## config.mk

```make
export PLATFORM = sky130hd
export DESIGN_NAME = bmhq_cmp
export DESIGN_NICKNAME = d
export VERILOG_FILES = /design/src/design/bmhq_pkg.sv /design/src/design/bmhq_cmp.sv
export SDC_FILE = /design/constraint.sdc
export NUM_CORES = 1
export LEC_CHECK = 0
export BUFFER_PORTS_ARGS = -buffer_cell sky130_fd_sc_hd__buf_2
export CAP_MARGIN = 30
export CORE_UTILIZATION = 51
export DETAILED_ROUTE_END_ITERATION = 7
export PLACE_DENSITY = 0.91
export SYNTH_ARGS = -nofsm -noshare
export SYNTH_HDL_FRONTEND = slang
export SYNTH_SLANG_ARGS = --single-unit
```

## constraint.sdc

```tcl
create_clock -name vclk -period 6.51
set_input_delay 1.302 -clock vclk [all_inputs]
set_output_delay 1.302 -clock vclk [all_outputs]
set_load 0.02 [all_outputs]
```

## src/design/bmhq_pkg.sv

```systemverilog
// shared types, constants and codes of the binary max-heap queue
package bmhq_pkg;

    localparam int CAPACITY    = 1024;
    localparam int VALUE_WIDTH = 32;
    localparam int ADDR_W      = $clog2(CAPACITY);
    localparam int COUNT_W     = $clog2(CAPACITY + 1);
    localparam int CHILD_W     = COUNT_W + 1;

    typedef logic [COUNT_W-1:0]            count_t;
    typedef logic [CHILD_W-1:0]            child_t;
    typedef logic [ADDR_W-1:0]             addr_t;
    typedef logic signed [VALUE_WIDTH-1:0] value_t;
    typedef logic [1:0]                    status_t;

    localparam count_t CAP_COUNT = count_t'(CAPACITY);
    localparam count_t ONE_SLOT  = count_t'(1);

    localparam logic OP_INSERT  = 1'b0;
    localparam logic OP_EXTRACT = 1'b1;

    localparam status_t STATUS_OK    = 2'd0;
    localparam status_t STATUS_EMPTY = 2'd1;
    localparam status_t STATUS_FULL  = 2'd2;

    // operand selection of the shared comparator
    typedef enum logic [1:0] {
        CMP_UP      = 2'd0,  // moving value > parent
        CMP_DN_SELF = 2'd1,  // left child > moving value
        CMP_DN_BEST = 2'd2   // right child > best so far
    } cmp_sel_t;

    typedef struct packed {
        logic  we;
        addr_t waddr;
        value_t wdata;
        logic  re;
        addr_t raddr;
    } ram_req_t;

    typedef struct packed {
        value_t  removed_value;
        value_t  top_value;
        count_t  entry_count;
        status_t status;
    } result_t;

    // heap slots run from 1, memory addresses from 0
    function automatic addr_t slot_to_addr(input count_t slot);
        count_t s;
        s = slot - ONE_SLOT;
        return s[ADDR_W-1:0];
    endfunction

endpackage

```

## src/design/bmhq_cmp.sv

```systemverilog
// shared signed comparator with operand selection
module bmhq_cmp (
    input  bmhq_pkg::cmp_sel_t sel,
    input  bmhq_pkg::value_t   moving,
    input  bmhq_pkg::value_t   best,
    input  bmhq_pkg::value_t   rdata,
    output logic               gt
);

    bmhq_pkg::value_t op_a;
    bmhq_pkg::value_t op_b;

    always_comb begin
        unique case (sel)
            bmhq_pkg::CMP_UP: begin
                op_a = moving;
                op_b = rdata;
            end
            bmhq_pkg::CMP_DN_SELF: begin
                op_a = rdata;
                op_b = moving;
            end
            bmhq_pkg::CMP_DN_BEST: begin
                op_a = rdata;
                op_b = best;
            end
            default: begin
                op_a = rdata;
                op_b = best;
            end
        endcase
    end

    assign gt = (op_a > op_b);

endmodule

```

# Word level (Yosys, flattened, before mapping)
# Cells that the tools add are included.
word_totals:
  ff_bits: 0
  inputBits: 98
  out_inout_bits: 1
  elab_cells: 5
classes:
  n_lt_le_gt_ge: 1
  eq_ne: 1
  mux: 2
  reduce_logical: 1
ops:
  columns: ["operator", "count"]
  rows:
  - ["$pmux W32 S2", 1]
  - ["$gt A32 B32 Y1", 1]
  - ["$mux W32", 1]
  - ["$eq A2 B1 Y1 const B", 1]
  - ["$logic_not A2 Y1", 1]

# Depth between registers and ports, before layout
# Gate-level depths: netlist of the first run.
logic_depth:
  word_depth: 3
  depth_mapped: 11
  ltp_nobuf: 9

# Least setup slack after synthesis of the first run
# OpenSTA, ideal clock, no wires.
synth_path:
  path_kind: "input port to output port"
  startpoint: "input sel[0]"
  endpoint: "output gt"
  arrival_time_ps: 3908
  t_required_ps: 5208
  slack_ps: 1300
  stages: 10
  n_path_buf: 2
  cell_sequence: "clkbuf_1 -> nor2_1 -> buf_2 -> mux2_1 -> ha_1 -> nand4_1 -> or4_4 -> nand2b_4 -> and4_4 -> a211oi_2"
synth_via:
  elab_chain_len: 3
  word_cells_on_any_way: 5
  cone_classes: "order compare: 1; eq/ne: 1; mux: 2; reduce/logical: 1"
synth_rtl:
  columns: ["item", "line", "source"]
  rows:
  - ["start: declaration", "bmhq_cmp.sv:3", "input bmhq_pkg::cmp_sel_t sel,"]
  - ["$eq A2 B1 Y1 or $logic_not A2 Y1 (tied branches)", "bmhq_cmp.sv:14", "unique case (sel)"]
  - ["$pmux W32 S2 or $mux W32 (tied branches)", "bmhq_cmp.sv:14", null]
  - ["$gt A32 B32 Y1 (*)", "bmhq_cmp.sv:34", "assign gt = (op_a > op_b);"]
  - ["end: declaration", "bmhq_cmp.sv:7", "output logic gt"]
# Mark *: on every way between the ends. The rest lies on a longest branch, timed or not.

# Final worst setup path of the first run
layout_path:
  startpoint: "input sel[1]"
  endpoint: "output gt"
# The elaborated chain is that of the path after synthesis.

==> flow_metrics.tcl, run 1 <==
set metrics [dict create \
    status "completed" \
    die_x_um 60.6 \
    initial_core_util_pct 55.6 \
    hold_depth 7 \
    nets 449 \
    p_comb_share_pct 100.0 \
    drtIter0Drc 66 \
    slew_headroom_pct 61.5 \
    pwr_density_cell_nw_per_um2 73.3 \
    synth_top_area_share_pct 22.9 \
    finalSetupViolations 0 \
    grt_pass1_vias 1866 \
    postSynthAreaPerCell_um2 7.65 \
    cts.repair.resized 0 \
    ir_drop_mv 0.0395 \
    cp_max_fo 17 \
    synth.area.top_cells "ha_1, mux2i_1, mux2_2" \
    min_period_ns 5.32 \
    ios 99 \
    rsz0062_at_grt "no" \
    worstPathArrival_ns 4.02 \
    n_clock_buffer 0 \
    postCtsSetupBuffers 0 \
    die_h_um 60.6 \
    overflow 0 \
    fillers 280 \
    synth_common_cells "a21oi_1, nor2_1, mux2i_1" \
    hpwl_um 3630 \
    whs_endpoint "gt" \
    groute.usage.overall_pct 23.9 \
    yosysMostFrequentCell "a21oi_1" \
    netlist_area_um2 1750 \
    firstDrtPassIters 4 \
    wire_per_inst_um 11.9 \
    worstMarginPinSlew_ns 0.577 \
    grt_max_degree 65 \
    clkPwrFrac_pct 0 \
    cp_data_required_time_ns 5.21 \
    grt_pass1_wl_um 7130 \
    yosysSeqAreaShare_pct 0 \
    min_period_over_period_pct 81.7 \
    end_kind "output port" \
    p_sw_share_pct 49.2 \
    fmax_mhz 188 \
    intPower_mw 0.0846 \
    rows 20 \
    syn_inst 229 \
    gp_congestion 0.782 \
    vias 1994 \
    io_buffers 99 \
    coreArea_um2 3150 \
    worstSetupPathType "input port to output port" \
    ctsHoldBuffers 0 \
    drive_gt1_share_pct 42.3 \
    max_cap_viol_count 0 \
    yosysTopAreaCell "ha_1" \
    power.leakage_nw 1.17 \
    pwr-share-seq_pct 0 \
    drc_errors 0 \
    die_area_um2 3670 \
    ant_nets 0 \
    worstSetupStartpointType "input port" \
    regArea_um2 0 \
    antennaDiodeCount 0 \
    seq_cells 0 \
    tns_ns 0 \
    holdWs_ns 3.38 \
    hold_viol_final 0 \
    areaGrowthSynthToFinish_pct 29.7 \
    min-delay-start "rdata[31]" \
    synth_nets 359 \
    antenna_found_initial 0 \
    holdCritPathClass "input port to output port" \
    switching_power_mw 0.0819 \
    routed_via_density 5.52 \
    wirelength_um 4290 \
    slew_violations 0 \
    ys_warn_count 0 \
    synth_cell_type_count 31 \
]
power groups by stage:
stage	sequential, mW	combinational [mW]	clock (mW)
3_3_place_gp	0	0.161	0
4_1_cts	0	0.167	0
2_1_floorplan	0	0.111	0
5_1_grt	0	0.189	0
6_report	0	0.167	0
3_5_place_dp	0	0.167	0
worst max-delay path: stages:
cell and delay, ns:
buf_2 0.12, nor2_4 0.41, buf_4 0.33, mux2_2 0.37, ha_1 0.34, a21oi_1 0.17
o21ai_1 0.08, a221o_1 0.31, o31ai_1 0.30, a211oi_2 0.11, buf_2 0.17
layout by cell type, fill, tap and decap left out:
cell / n
o31ai_1: 1
nand2b_2: 1
or4_4: 1
o21ai_0: 2
a21oi_1: 44
and4_4: 1
o211ai_1: 1
mux2_2: 24
and2_1: 1
a221o_1: 1
nor2_4: 1
nor2_1: 34
mux2i_1: 33
nand2b_4: 1
nand2_1: 9
nand3_1: 2
nor3_1: 1
nor2b_2: 1
buf_4: 3
a211oi_2: 1
or2_1: 1
a31oi_1: 1
a21o_1: 1
ha_1: 32
buf_2: 99
nor2b_1: 1
nor3_2: 1
nand4_1: 6
mux2_1: 7
o21ai_1: 3
a211oi_1: 2
how the worst max path moves through the flow:
stage / end / cells after the start / from / slack [ns]
2_1_floorplan: gt / 10 / sel[0] / 1.30
3_3_place_gp: gt / 11 / sel[1] / 1.27
3_5_place_dp: gt / 11 / sel[1] / 1.15
4_1_cts: gt / 11 / sel[1] / 1.15
5_1_grt: gt / 11 / sel[1] / 0.93
6_report: gt / 11 / sel[1] / 1.19
per-layer routing:
layer / GRT usage [%] / up-vias / wire length (µm)
li1: - / 1037 / -
met1: 27.9 / 893 / 1900
met2: 48.5 / 64 / 2180
met3: 0.853 / 0 / 204
met4: 3.25 / 0 / 0
met5: 0 / - / 0
through the flow:
stage	power, mW	setup WS (ns)	instances	instance area [µm²]	utilization (%)
4_1_cts	0.167	1.15	361	2270	72.1
3_3_place_gp	0.161	1.27	361	2270	72.1
5_1_grt	0.189	0.933	361	2270	72.1
3_5_place_dp	0.167	1.15	361	2270	72.1
6_report	0.167	1.19	361	2270	72.1
2_1_floorplan	0.111	1.30	229	1750	-
layout make-up:
type | count | area [µm²] | share of cell area, %
multi-input combinational | 215 | 1700 | 74.8
tap | 44 | 55.1 | 2.42
timing repair buffer | 102 | 518 | 22.8
cell families after synthesis:
logic type / share of synthesized area [%]
simple gates: 17.1
buf+inv: 3.43
compound gates: 17.8
fa+ha+maj: 22.9
mux: 38.8
(Power assumes the default switching activity.)
==> inputs of run 2 (changes only) <==
--- a/config.mk
+++ b/config.mk
@@ -7,9 +7,9 @@
 export LEC_CHECK = 0
 export BUFFER_PORTS_ARGS = -buffer_cell sky130_fd_sc_hd__buf_2
 export CAP_MARGIN = 30
-export CORE_UTILIZATION = 51
+export CORE_UTILIZATION = 43
 export DETAILED_ROUTE_END_ITERATION = 7
-export PLACE_DENSITY = 0.91
+export PLACE_DENSITY = 0.81
 export SYNTH_ARGS = -nofsm -noshare
 export SYNTH_HDL_FRONTEND = slang
 export SYNTH_SLANG_ARGS = --single-unit
==> constraint.sdc (replaced) <==
create_clock -name vclk -period 4.36
set_input_delay 0.872 -clock vclk [all_inputs]
set_output_delay 0.872 -clock vclk [all_outputs]
set_load 0.02 [all_outputs]
==> flow_metrics.tcl, run 2 (same netlist as run 1, synthesis figures left out) <==
set metrics [dict create \
    holdWs_ns 2.55 \
    slew_violations 0 \
    die_x_um 65.8 \
    switching_power_mw 0.125 \
    pwr-share-seq_pct 0 \
    cp_data_required_time_ns 3.49 \
    die_h_um 65.8 \
    final_common_cell "buf_2" \
    power_mw 0.256 \
    cts.repair.resized 0 \
    coreArea_um2 3770 \
    min_period_ns 4.29 \
    intPower_mw 0.131 \
    power.leakage_nw 1.20 \
    worstPathArrival_ns 3.41 \
    finalSetupViolations 0 \
    regArea_um2 0 \
    hpwl_um 3650 \
    holdCritPathClass "input port to output port" \
    die_area_um2 4330 \
    wirelength_um 4340 \
    tns_ns 0 \
    initial_core_util_pct 46.4 \
    n_clock_buffer 0 \
    min_period_over_period_pct 98.3 \
    seq_cells 0 \
    whs_endpoint "gt" \
    p_comb_share_pct 100.0 \
    cp_slowest_cell "or4_4" \
    max_cap_viol_count 0 \
    groute.usage.overall_pct 20.1 \
    clkPwrFrac_pct 0 \
    hold_viol_final 0 \
    worstMarginPinSlew_ns 0.339 \
    firstDrtPassIters 4 \
    rows 22 \
    grt_pass1_vias 1890 \
    ant_nets 0 \
    min-delay-start "rdata[31]" \
    slew_headroom_pct 77.2 \
    grt_max_degree 42 \
    place_ws_ns 0.110 \
    cp_max_fo 12 \
    fin_ws_ns 0.0748 \
    worstSetupStartpointType "input port" \
    drtIter0Drc 35 \
    fmax_mhz 233 \
    pwr_density_cell_nw_per_um2 109 \
    status "completed" \
    antennaDiodeCount 0 \
    grt_pass1_wl_um 7290 \
    layout.cells.most_common_list "buf_2, a21oi_1, nor2_1" \
    overflow 0 \
    ios 99 \
    crit_path_cell_trace "buf_2 > nor2_4 > buf_12 > mux2_1 > ha_1 > nand4_1 > or4_4 > nor3_4 > o31ai_1 > a211oi_2 > buf_4" \
    final_util_pct 62.0 \
    drive_gt1_share_pct 42.8 \
    io_buffers 99 \
    areaGrowthSynthToFinish_pct 33.4 \
    gp_congestion 0.769 \
    nets 452 \
    ir_drop_mv 0.0666 \
    antenna_found_initial 0 \
    ctsHoldBuffers 0 \
    wire_per_inst_um 11.8 \
    cp_slowest_stage_delay_ns 0.57 \
    p_sw_share_pct 48.7 \
    routed_via_density 5.41 \
    worstSetupPathType "input port to output port" \
    hold_depth 7 \
    end_kind "output port" \
    vias 1991 \
    drc_errors 0 \
    postCtsSetupBuffers 0 \
]
[run 2: worst max-delay path by stage]
| stage | startpoint | to | slack [ns] | cells past startpoint |
|---|---|---|---|---|
| 2_1_floorplan | sel[0] | gt | 0.01 | 10 |
| 3_3_place_gp | sel[1] | gt | 0.17 | 11 |
| 3_5_place_dp | sel[1] | gt | 0.11 | 11 |
| 4_1_cts | sel[1] | gt | 0.09 | 11 |
| 5_1_grt | sel[1] | gt | -0.04 | 11 |
| 6_report | sel[1] | gt | 0.07 | 11 |
[run 2: worst max-delay path: cells and delay by family]
family	cells	cell delay, ns
simple gates	4	1.05
fa+ha+maj	1	0.32
mux	1	0.32
buf+inv	3	0.47
compound gates	2	0.38
[run 2: final cells by class]
cell class         instances  area [µm²]
fillers                  358        1430
multi-input cells        215        1710
repair buffers           105         572
well taps                 48        60.1
[run 2: per-layer routing]
| metal | routed length [µm] | up-vias | part of all wire [%] | global-route usage (%) |
|---|---|---|---|---|
| li1 | - | 1047 | - | - |
| met1 | 1910 | 882 | 44 | 23.6 |
| met2 | 2190 | 62 | 51 | 40.7 |
| met3 | 233 | 0 | 5.4 | 0.862 |
| met4 | 0 | 0 | 0 | 1.63 |
| met5 | 0 | - | 0 | 0 |
[run 2: power by group through the flow]
stage	Clock [mW]	Sequential, mW	Combinational (mW)
global route	0	0	0.291
detailed placement	0	0	0.253
floorplan	0	0	0.166
CTS	0	0	0.255
finish	0	0	0.256
global placement	0	0	0.247
[run 2: stage by stage]
stage / area [µm²] / instances
global route: 2340 / 368
detailed placement: 2320 / 368
global placement: 2320 / 368
finish: 2340 / 368
floorplan: 1750 / 229
CTS: 2320 / 368
