===== src/design/bmhq_pkg.sv =====
// shared types, constants and codes of the binary max-heap queue
package bmhq_pkg;

    localparam int CAPACITY    = 1024;
    localparam int VALUE_WIDTH = 32;
    localparam int ADDR_W      = $clog2(CAPACITY);
    localparam int COUNT_W     = $clog2(CAPACITY + 1);
    localparam int CHILD_W     = COUNT_W + 1;

    typedef logic [COUNT_W-1:0]            count_t;
    typedef logic [CHILD_W-1:0]            child_t;
    typedef logic [ADDR_W-1:0]             addr_t;
    typedef logic signed [VALUE_WIDTH-1:0] value_t;
    typedef logic [1:0]                    status_t;

    localparam count_t CAP_COUNT = count_t'(CAPACITY);
    localparam count_t ONE_SLOT  = count_t'(1);

    localparam logic OP_INSERT  = 1'b0;
    localparam logic OP_EXTRACT = 1'b1;

    localparam status_t STATUS_OK    = 2'd0;
    localparam status_t STATUS_EMPTY = 2'd1;
    localparam status_t STATUS_FULL  = 2'd2;

    // operand selection of the shared comparator
    typedef enum logic [1:0] {
        CMP_UP      = 2'd0,  // moving value > parent
        CMP_DN_SELF = 2'd1,  // left child > moving value
        CMP_DN_BEST = 2'd2   // right child > best so far
    } cmp_sel_t;

    typedef struct packed {
        logic  we;
        addr_t waddr;
        value_t wdata;
        logic  re;
        addr_t raddr;
    } ram_req_t;

    typedef struct packed {
        value_t  removed_value;
        value_t  top_value;
        count_t  entry_count;
        status_t status;
    } result_t;

    // heap slots run from 1, memory addresses from 0
    function automatic addr_t slot_to_addr(input count_t slot);
        count_t s;
        s = slot - ONE_SLOT;
        return s[ADDR_W-1:0];
    endfunction

endpackage


===== src/design/bmhq_ctrl.sv =====
// sequencer for insert with sift-up and extract with sift-down
module bmhq_ctrl (
    input  logic                 clk,
    input  logic                 rstn,
    input  logic                 in_valid,
    output logic                 in_ready,
    input  logic                 in_op,
    input  bmhq_pkg::value_t     in_value,
    output logic                 res_valid,
    input  logic                 res_take,
    output bmhq_pkg::result_t    res,
    output bmhq_pkg::ram_req_t   ram_req,
    input  bmhq_pkg::value_t     ram_rdata,
    output bmhq_pkg::cmp_sel_t   cmp_sel,
    output bmhq_pkg::value_t     cmp_moving,
    output bmhq_pkg::value_t     cmp_best,
    input  logic                 cmp_gt
);

    typedef enum logic [7:0] {
        ST_IDLE    = 8'b0000_0001,
        ST_UP_RD   = 8'b0000_0010,
        ST_UP_CMP  = 8'b0000_0100,
        ST_EX_RD   = 8'b0000_1000,
        ST_EX_LAST = 8'b0001_0000,
        ST_DN_RDL  = 8'b0010_0000,
        ST_DN_RDR  = 8'b0100_0000,
        ST_DN_CR   = 8'b1000_0000
    } state_t;

    state_t             state_reg, state_next;
    logic               done_reg, done_next;
    bmhq_pkg::count_t   cnt_reg, cnt_next;
    bmhq_pkg::count_t   pos_reg, pos_next;
    bmhq_pkg::value_t   v_reg, v_next;
    bmhq_pkg::value_t   best_reg, best_next;
    logic               best_left_reg, best_left_next;
    bmhq_pkg::value_t   removed_reg, removed_next;
    bmhq_pkg::status_t  status_reg, status_next;
    bmhq_pkg::value_t   top_reg, top_next;

    bmhq_pkg::count_t   parent;
    bmhq_pkg::child_t   left;
    bmhq_pkg::child_t   right;
    logic               l_ok;
    logic               r_ok;
    bmhq_pkg::count_t   rslot;
    logic               take_right;

    assign parent = pos_reg >> 1;
    assign left   = {1'b0, pos_reg} << 1;
    assign right  = left + bmhq_pkg::child_t'(1);
    assign l_ok   = (left <= {1'b0, cnt_reg});
    assign r_ok   = (right <= {1'b0, cnt_reg});

    assign cmp_moving = v_reg;
    assign cmp_best   = best_reg;
    assign take_right = r_ok && cmp_gt;

    always_comb begin
        state_next     = state_reg;
        done_next      = done_reg;
        cnt_next       = cnt_reg;
        pos_next       = pos_reg;
        v_next         = v_reg;
        best_next      = best_reg;
        best_left_next = best_left_reg;
        removed_next   = removed_reg;
        status_next    = status_reg;
        top_next       = top_reg;
        ram_req.we     = 1'b0;
        ram_req.wdata  = v_reg;
        ram_req.re     = 1'b0;
        rslot          = parent;
        cmp_sel        = bmhq_pkg::CMP_UP;

        unique case (state_reg)
            ST_IDLE: begin
                if (done_reg) begin
                    if (res_take) begin
                        done_next = 1'b0;
                    end
                end else if (in_valid) begin
                    removed_next = '0;
                    status_next  = bmhq_pkg::STATUS_OK;
                    if (in_op == bmhq_pkg::OP_INSERT) begin
                        if (cnt_reg == bmhq_pkg::CAP_COUNT) begin
                            status_next = bmhq_pkg::STATUS_FULL;
                            done_next   = 1'b1;
                        end else begin
                            cnt_next   = cnt_reg + bmhq_pkg::ONE_SLOT;
                            pos_next   = cnt_reg + bmhq_pkg::ONE_SLOT;
                            v_next     = in_value;
                            state_next = ST_UP_RD;
                        end
                    end else begin
                        if (cnt_reg == '0) begin
                            status_next = bmhq_pkg::STATUS_EMPTY;
                            done_next   = 1'b1;
                        end else begin
                            removed_next = top_reg;
                            state_next   = ST_EX_RD;
                        end
                    end
                end
            end
            ST_UP_RD: begin
                if (pos_reg == bmhq_pkg::ONE_SLOT) begin
                    ram_req.we = 1'b1;
                    state_next = ST_IDLE;
                    done_next  = 1'b1;
                end else begin
                    ram_req.re = 1'b1;
                    state_next = ST_UP_CMP;
                end
            end
            ST_UP_CMP: begin
                cmp_sel    = bmhq_pkg::CMP_UP;
                ram_req.we = 1'b1;
                if (cmp_gt) begin
                    ram_req.wdata = ram_rdata;
                    pos_next      = parent;
                    state_next    = ST_UP_RD;
                end else begin
                    state_next = ST_IDLE;
                    done_next  = 1'b1;
                end
            end
            ST_EX_RD: begin
                ram_req.re = 1'b1;
                rslot      = cnt_reg;
                state_next = ST_EX_LAST;
            end
            ST_EX_LAST: begin
                v_next   = ram_rdata;
                cnt_next = cnt_reg - bmhq_pkg::ONE_SLOT;
                pos_next = bmhq_pkg::ONE_SLOT;
                if (cnt_reg == bmhq_pkg::ONE_SLOT) begin
                    state_next = ST_IDLE;
                    done_next  = 1'b1;
                end else begin
                    state_next = ST_DN_RDL;
                end
            end
            ST_DN_RDL: begin
                if (!l_ok) begin
                    ram_req.we = 1'b1;
                    state_next = ST_IDLE;
                    done_next  = 1'b1;
                end else begin
                    ram_req.re = 1'b1;
                    rslot      = left[bmhq_pkg::COUNT_W-1:0];
                    state_next = ST_DN_RDR;
                end
            end
            ST_DN_RDR: begin
                // left child data is here, right child read goes out if there is one
                cmp_sel    = bmhq_pkg::CMP_DN_SELF;
                ram_req.re = r_ok;
                rslot      = right[bmhq_pkg::COUNT_W-1:0];
                if (cmp_gt) begin
                    best_next      = ram_rdata;
                    best_left_next = 1'b1;
                end else begin
                    best_next      = v_reg;
                    best_left_next = 1'b0;
                end
                state_next = ST_DN_CR;
            end
            ST_DN_CR: begin
                cmp_sel    = bmhq_pkg::CMP_DN_BEST;
                ram_req.we = 1'b1;
                if (take_right) begin
                    ram_req.wdata = ram_rdata;
                    pos_next      = right[bmhq_pkg::COUNT_W-1:0];
                    state_next    = ST_DN_RDL;
                end else if (best_left_reg) begin
                    ram_req.wdata = best_reg;
                    pos_next      = left[bmhq_pkg::COUNT_W-1:0];
                    state_next    = ST_DN_RDL;
                end else begin
                    state_next = ST_IDLE;
                    done_next  = 1'b1;
                end
            end
            default: begin
                state_next = ST_IDLE;
            end
        endcase

        // every write lands at the current slot; track the root value
        if (ram_req.we && pos_reg == bmhq_pkg::ONE_SLOT) begin
            top_next = ram_req.wdata;
        end

        ram_req.waddr = bmhq_pkg::slot_to_addr(pos_reg);
        ram_req.raddr = bmhq_pkg::slot_to_addr(rslot);
    end

    assign in_ready  = (state_reg == ST_IDLE) && !done_reg;
    assign res_valid = (state_reg == ST_IDLE) && done_reg;

    assign res.removed_value = removed_reg;
    assign res.top_value     = (cnt_reg == '0) ? '0 : top_reg;
    assign res.entry_count   = cnt_reg;
    assign res.status        = status_reg;

    always_ff @(posedge clk) begin
        if (!rstn) begin
            state_reg <= ST_IDLE;
            done_reg  <= 1'b0;
            cnt_reg   <= '0;
        end else begin
            state_reg <= state_next;
            done_reg  <= done_next;
            cnt_reg   <= cnt_next;
        end
    end

    always_ff @(posedge clk) begin
        pos_reg       <= pos_next;
        v_reg         <= v_next;
        best_reg      <= best_next;
        best_left_reg <= best_left_next;
        removed_reg   <= removed_next;
        status_reg    <= status_next;
        top_reg       <= top_next;
    end

    a_count_range: assert property (@(posedge clk) disable iff (!rstn)
        cnt_reg <= bmhq_pkg::CAP_COUNT)
        else $error("entry count above capacity");

    a_read_in_heap: assert property (@(posedge clk) disable iff (!rstn)
        ram_req.re |-> (rslot != '0 && rslot <= cnt_reg))
        else $error("heap read outside occupied slots");

    a_write_state: assert property (@(posedge clk) disable iff (!rstn)
        ram_req.we |-> (state_reg == ST_UP_RD || state_reg == ST_UP_CMP ||
                        state_reg == ST_DN_RDL || state_reg == ST_DN_CR))
        else $error("heap write outside a sift step");

    a_empty_status: assert property (@(posedge clk) disable iff (!rstn)
        (res_valid && status_reg == bmhq_pkg::STATUS_EMPTY) |-> (cnt_reg == '0))
        else $error("empty status with entries held");

    a_accept_busy: assert property (@(posedge clk) disable iff (!rstn)
        (in_valid && in_ready) |=> !in_ready)
        else $error("second item taken while first in work");

endmodule


===== config.mk =====
export PLATFORM = sky130hd
export DESIGN_NAME = bmhq_ctrl
export DESIGN_NICKNAME = d
export VERILOG_FILES = /design/src/design/bmhq_pkg.sv /design/src/design/bmhq_ctrl.sv
export SDC_FILE = /design/constraint.sdc
export NUM_CORES = 1
export LEC_CHECK = 0
export BUFFER_PORTS_ARGS = -buffer_cell sky130_fd_sc_hd__buf_2
export CAP_MARGIN = 20
export CORE_MARGIN = 3
export CORE_UTILIZATION = 57
export DETAILED_ROUTE_END_ITERATION = 10
export PLACE_DENSITY = 0.87
export SLEW_MARGIN = 20
export SYNTH_ARGS = -nofsm -noshare
export SYNTH_HDL_FRONTEND = slang
export SYNTH_SLANG_ARGS = --single-unit

===== constraint.sdc =====
create_clock -name clk -period 7.2 [get_ports clk]
set_clock_uncertainty 0.15 [all_clocks]
set_input_delay 1.08 -clock clk [delete_from_list [all_inputs] [get_ports clk]]
set_output_delay 1.08 -clock clk [all_outputs]
set_load 0.01 [all_outputs]

## After elaboration in Yosys (flattened, before gate mapping)

Cells that the tools add are included.

- Add/subtract/negate cells: 5
- $lt $le $gt $ge: 2
- Eq/ne operators: 25
- Mux-type cells: 57
- Bitwise operators: 1
- Reductions and logical operators: 15

Operators with widths:

| kind | number |
|---|---|
| $mux 32 | 8 |
| $pmux 32 s2 | 2 |
| $mux 11 | 7 |
| $pmux 8 s8 | 1 |
| $pmux 11 s4 | 1 |
| $mux 8 | 5 |
| $pmux 10 s3 | 1 |
| $le 12x11->1 | 2 |
| $eq 11x1->1 const B | 2 |
| $ne 2x2->1 const B | 11 |
| $pmux 11 s2 | 1 |
| $sub 10x1->10 const B | 2 |
| $mux 1 | 18 |
| $mux 6 | 3 |
| $reduce_and 7->1 | 2 |
| $add 12x1->12 const B | 1 |
| $add 11x1->11 const B | 1 |
| $eq 11x11->1 const B | 1 |
| $logic_not 11->1 | 1 |
| $sub 11x1->11 const B | 1 |
| $mux 10 | 1 |
| $ne 3x3->1 const B | 3 |
| $eq 8x1->1 const B | 1 |
| $eq 8x2->1 const B | 1 |
| 23 further kinds | 28 |

- Bits in registers: 162
- Logic and storage cells: 115

## Logic depth before layout (Yosys ltp)

- Depth in word-level cells: 6
- Gate-level depth with buffers: 13

## Least setup slack after synthesis

No wires, ideal clock.

- Kind: flip-flop to output port
- From: register cnt_reg[8]
- To: output ram_req[8] (netlist bit)
- Arrival time: 3395 ps
- Data required time: 5970 ps
- Setup slack: 2575 ps
- Stages on the path, launching flop included: 14
- Path through: dfxtp_1 clkbuf_1 inv_1 ha_1 nand4b_4 or3_1 nor4_2 a21o_1 nor3_1 a211oi_2 ha_1 nand3_1 nor2_1 xor2_1

RTL lines:

| element | line | RTL |
|---|---|---|
| start: declaration | bmhq_ctrl.sv:33 | `bmhq_pkg::count_t cnt_reg, cnt_next;` |
| start signal: assignment | bmhq_ctrl.sv:216 | `cnt_reg <= cnt_next;` |
| end: declaration | bmhq_ctrl.sv:12 | `output bmhq_pkg::ram_req_t ram_req,` |

==> flow_summary_export.csv <==
group,metric,value,unit
floorplanning,die-width,133,µm
synth,yosysTopAreaCell,"edfxtp_1",
critical_path,critPathSlowestCell,"dfxtp_1",
critical_path,critical_path_class,"reg2out",
cells_and_area,multi_input_area,4260,µm²
critical_path,path_cells,"inv_1 > ha_1 > a21o_1 > a211o_1 > a211oi_4 > a32o_1 > nand2_2 > buf_4 > nor2_1 > a211oi_1 > a221o_1 > buf_2",
timing,slew_headroom,0.299,
routing,via_per_inst,6.19,
synth,synth_area_leaders,"edfxtp_1 46%, nand2_1 5.3%, dfxtp_1 4.3%, mux2_2 3.9%, a221o_1 3.5%",
clock_network,clockRootBuffer,"clkbuf_16",
synth,synth-edff-count,142,
synth,ys_top_cells_by_count,"142 x edfxtp_1, 130 x nand2_1, 58 x nor2_1, 49 x clkbuf_1, 41 x and2_1",
pwr,p_leak,4.90,nW
cells_and_area,final_nets,1182,
timing,finalSetupTns,0,ns
cells_and_area,layout-drive-gt1-share,0.336,
timing,finalCritPeriodShare,0.734,
placement,placed_area,10700,µm²
timing,fmax,0.189,GHz
critical_path,arrival,4.05,ns
min_path,hold_depth,1,
routing,avgRoutedWirePerCell,21.3,µm
cells_and_area,design_area,11300,µm²
floorplanning,core-area,15500,µm²
pwr,cellPowerDensity,262,nW/µm²
synth,ys_warn_count,0,
global_routing,grt_usage,0.308,
clock_network,clockBufferDepth,2,
synth,async_flop_share,0,
routing,drc,0,
min_path,min_path_type,"reg2reg",
cells_and_area,register_area,4660,µm²
routing,first_iter_violations,1021,
routing,vias,8176,
cells_and_area,fillers,1117,
global_routing,grt_pass1_vias,7447,
global_routing,antenna_found_initial,3,
floorplanning,rows,45,
critical_path,slowest_delay,0.58,ns
synth,synthCells,858,
clock_network,numCtsBuffers,17,
clock_network,cts_num_sinks,162,
placement,globalplace.congestion,0.922,
critical_path,worst-r2r-cell-count,9,
synth,ys_seq_area_frac,0.505,
synth,yosysMostFrequentCell,"edfxtp_1",
floorplanning,start_util,0.594,
clock_network,ctsHoldBuffers,0,
clock_network,cts_resized,0,
routing,first_pass_iters,6,
clock_network,cts_setup_buffers,0,
timing,rsz0062_at_grt,"false",
floorplanning,fp.dieArea,17800,µm²
floorplanning,io_pins,269,
placement,io_buffers,268,
synth,synthesis.nets,946,
routing,ant_nets,0,
clock_network,clkTransAtPathRegs,0.07,ns
outcome,status,"finished, final reports clean",
floorplanning,dieHeight,133,µm
global_routing,grt_pass1_wl,42600,µm
clock_network,htree_levels,4,
global_routing,gr-total-overflow,0,
timing,setup_viol,0,
timing,layout_setup_ws,1.92,ns
critical_path,required,5.97,ns
timing,finalHoldViolCount,0,
routing,finalWirelength,28100,µm
synth,syn_avg_cell_area,10.8,µm²
critical_path,end_kind,"output port",
timing,drv_slew,0,
critical_path,start_kind,"flop",
clock_network,insertion_delay,0.43,ns
timing,worstMarginPinSlew,1.05,ns
pwr,ir_drop,0.186,mV
placement,dp.final_hpwl,20000,µm
synth,synth-seq-cells,162,
synth,synth_area,9230,µm²
placement,pre_cts_ws,2.46,ns
flow_run,max_cap_viol_count,0,
clock_network,cts_tree,"done",
synth,synth_cell_type_count,71,
global_routing,grt_max_degree,66,
synth,synth_top_area_frac,0.462,
critical_path,crit_path_max_fanout,46,
timing,period_minus_slack,5.28,ns
synth,ys.flop_type,"edfxtp_1",
cells_and_area,syn_to_final_growth,22.4,%
-- cell families (layout without fill, tap and decap cells) --
logic type,Yosys count,count (layout),synth area share
other,0,2,0
buffers and inverters,88,337,0.0369
muxes,64,64,0.0737
adders and majority gates,18,18,0.0244
AOI/OAI and AO/OA,152,152,0.134
and+or+nand+nor,343,343,0.196
xor gates and xnor gates,31,31,0.0294
DFF,162,162,0.505
-- layout by cell type, fill, tap and decap left out, types with 32 or more instances in the layout --
master / netlist / routed
buf_2: 2 / 268
edfxtp_1: 142 / 142
a221o_1: 32 / 32
and2_1: 41 / 41
mux2_2: 32 / 32
and3_1: 37 / 37
a211oi_1: 36 / 36
nor2_1: 58 / 56
mux2i_1: 32 / 32
nand2_1: 130 / 129
-- layout make-up --
type | instances | area share
tap | 211 | 0.0234
inverter | 27 | 0.00897
clock inverter | 15 | 0.0143
antenna | 2 | 0.000443
sequential | 162 | 0.413
timing repair buffer | 278 | 0.125
multi-input combinational | 608 | 0.377
clock buffer | 17 | 0.0377
-- power breakdown --
group / internal, W / leakage, nW / total [W] / switching, W
sequential: 0.00117 / 1.48 / 0.00127 / 0.0000932
clock: 0.000465 / 0.286 / 0.000889 / 0.000424
combinational: 0.000314 / 3.14 / 0.000803 / 0.000489
-- routing by layer --
layer  track usage  up-vias  routed length (µm)  part of all wire
li1              -     3675                   -                 -
met1         0.438     3858               11300              0.40
met2         0.457      562               12500              0.44
met3        0.0899       77                3480              0.12
met4         0.106        4                 841             0.030
met5             0        -                  27           0.00096
-- metrics by stage --
stage	hold slack [ns]	cells	utilization	total power (W)
global route	0.434	1319	0.727	0.00309
CTS	0.423	1318	0.727	0.00296
floorplan	0.395	858	-	0.00176
detailed placement	0.407	1286	0.689	0.00208
finish	0.426	1320	0.727	0.00296
global placement	0.401	1286	0.689	0.00207
-- worst max-delay path, delay by kind of cell, from the launching register on --
kind                     cells  cell delay, ns
buffers and inverters        3            0.66
adder cells (fa/ha/maj)      1            0.37
flip-flops                   1            0.58
AO/OA/AOI/OAI                6            1.53
AND/OR/NAND/NOR              2            0.46
-- final timing paths --
kind               startpoint         endpoint  slack, ns
hold reg to reg   top_reg[23]  removed_reg[23]       0.43
setup reg to reg   cnt_reg[8]      top_reg[19]       3.25
setup / recovery   cnt_reg[9]      ram_req[35]       1.92
hold / removal    top_reg[23]  removed_reg[23]       0.43
No activity file was read; power rests on OpenSTA's default activity.
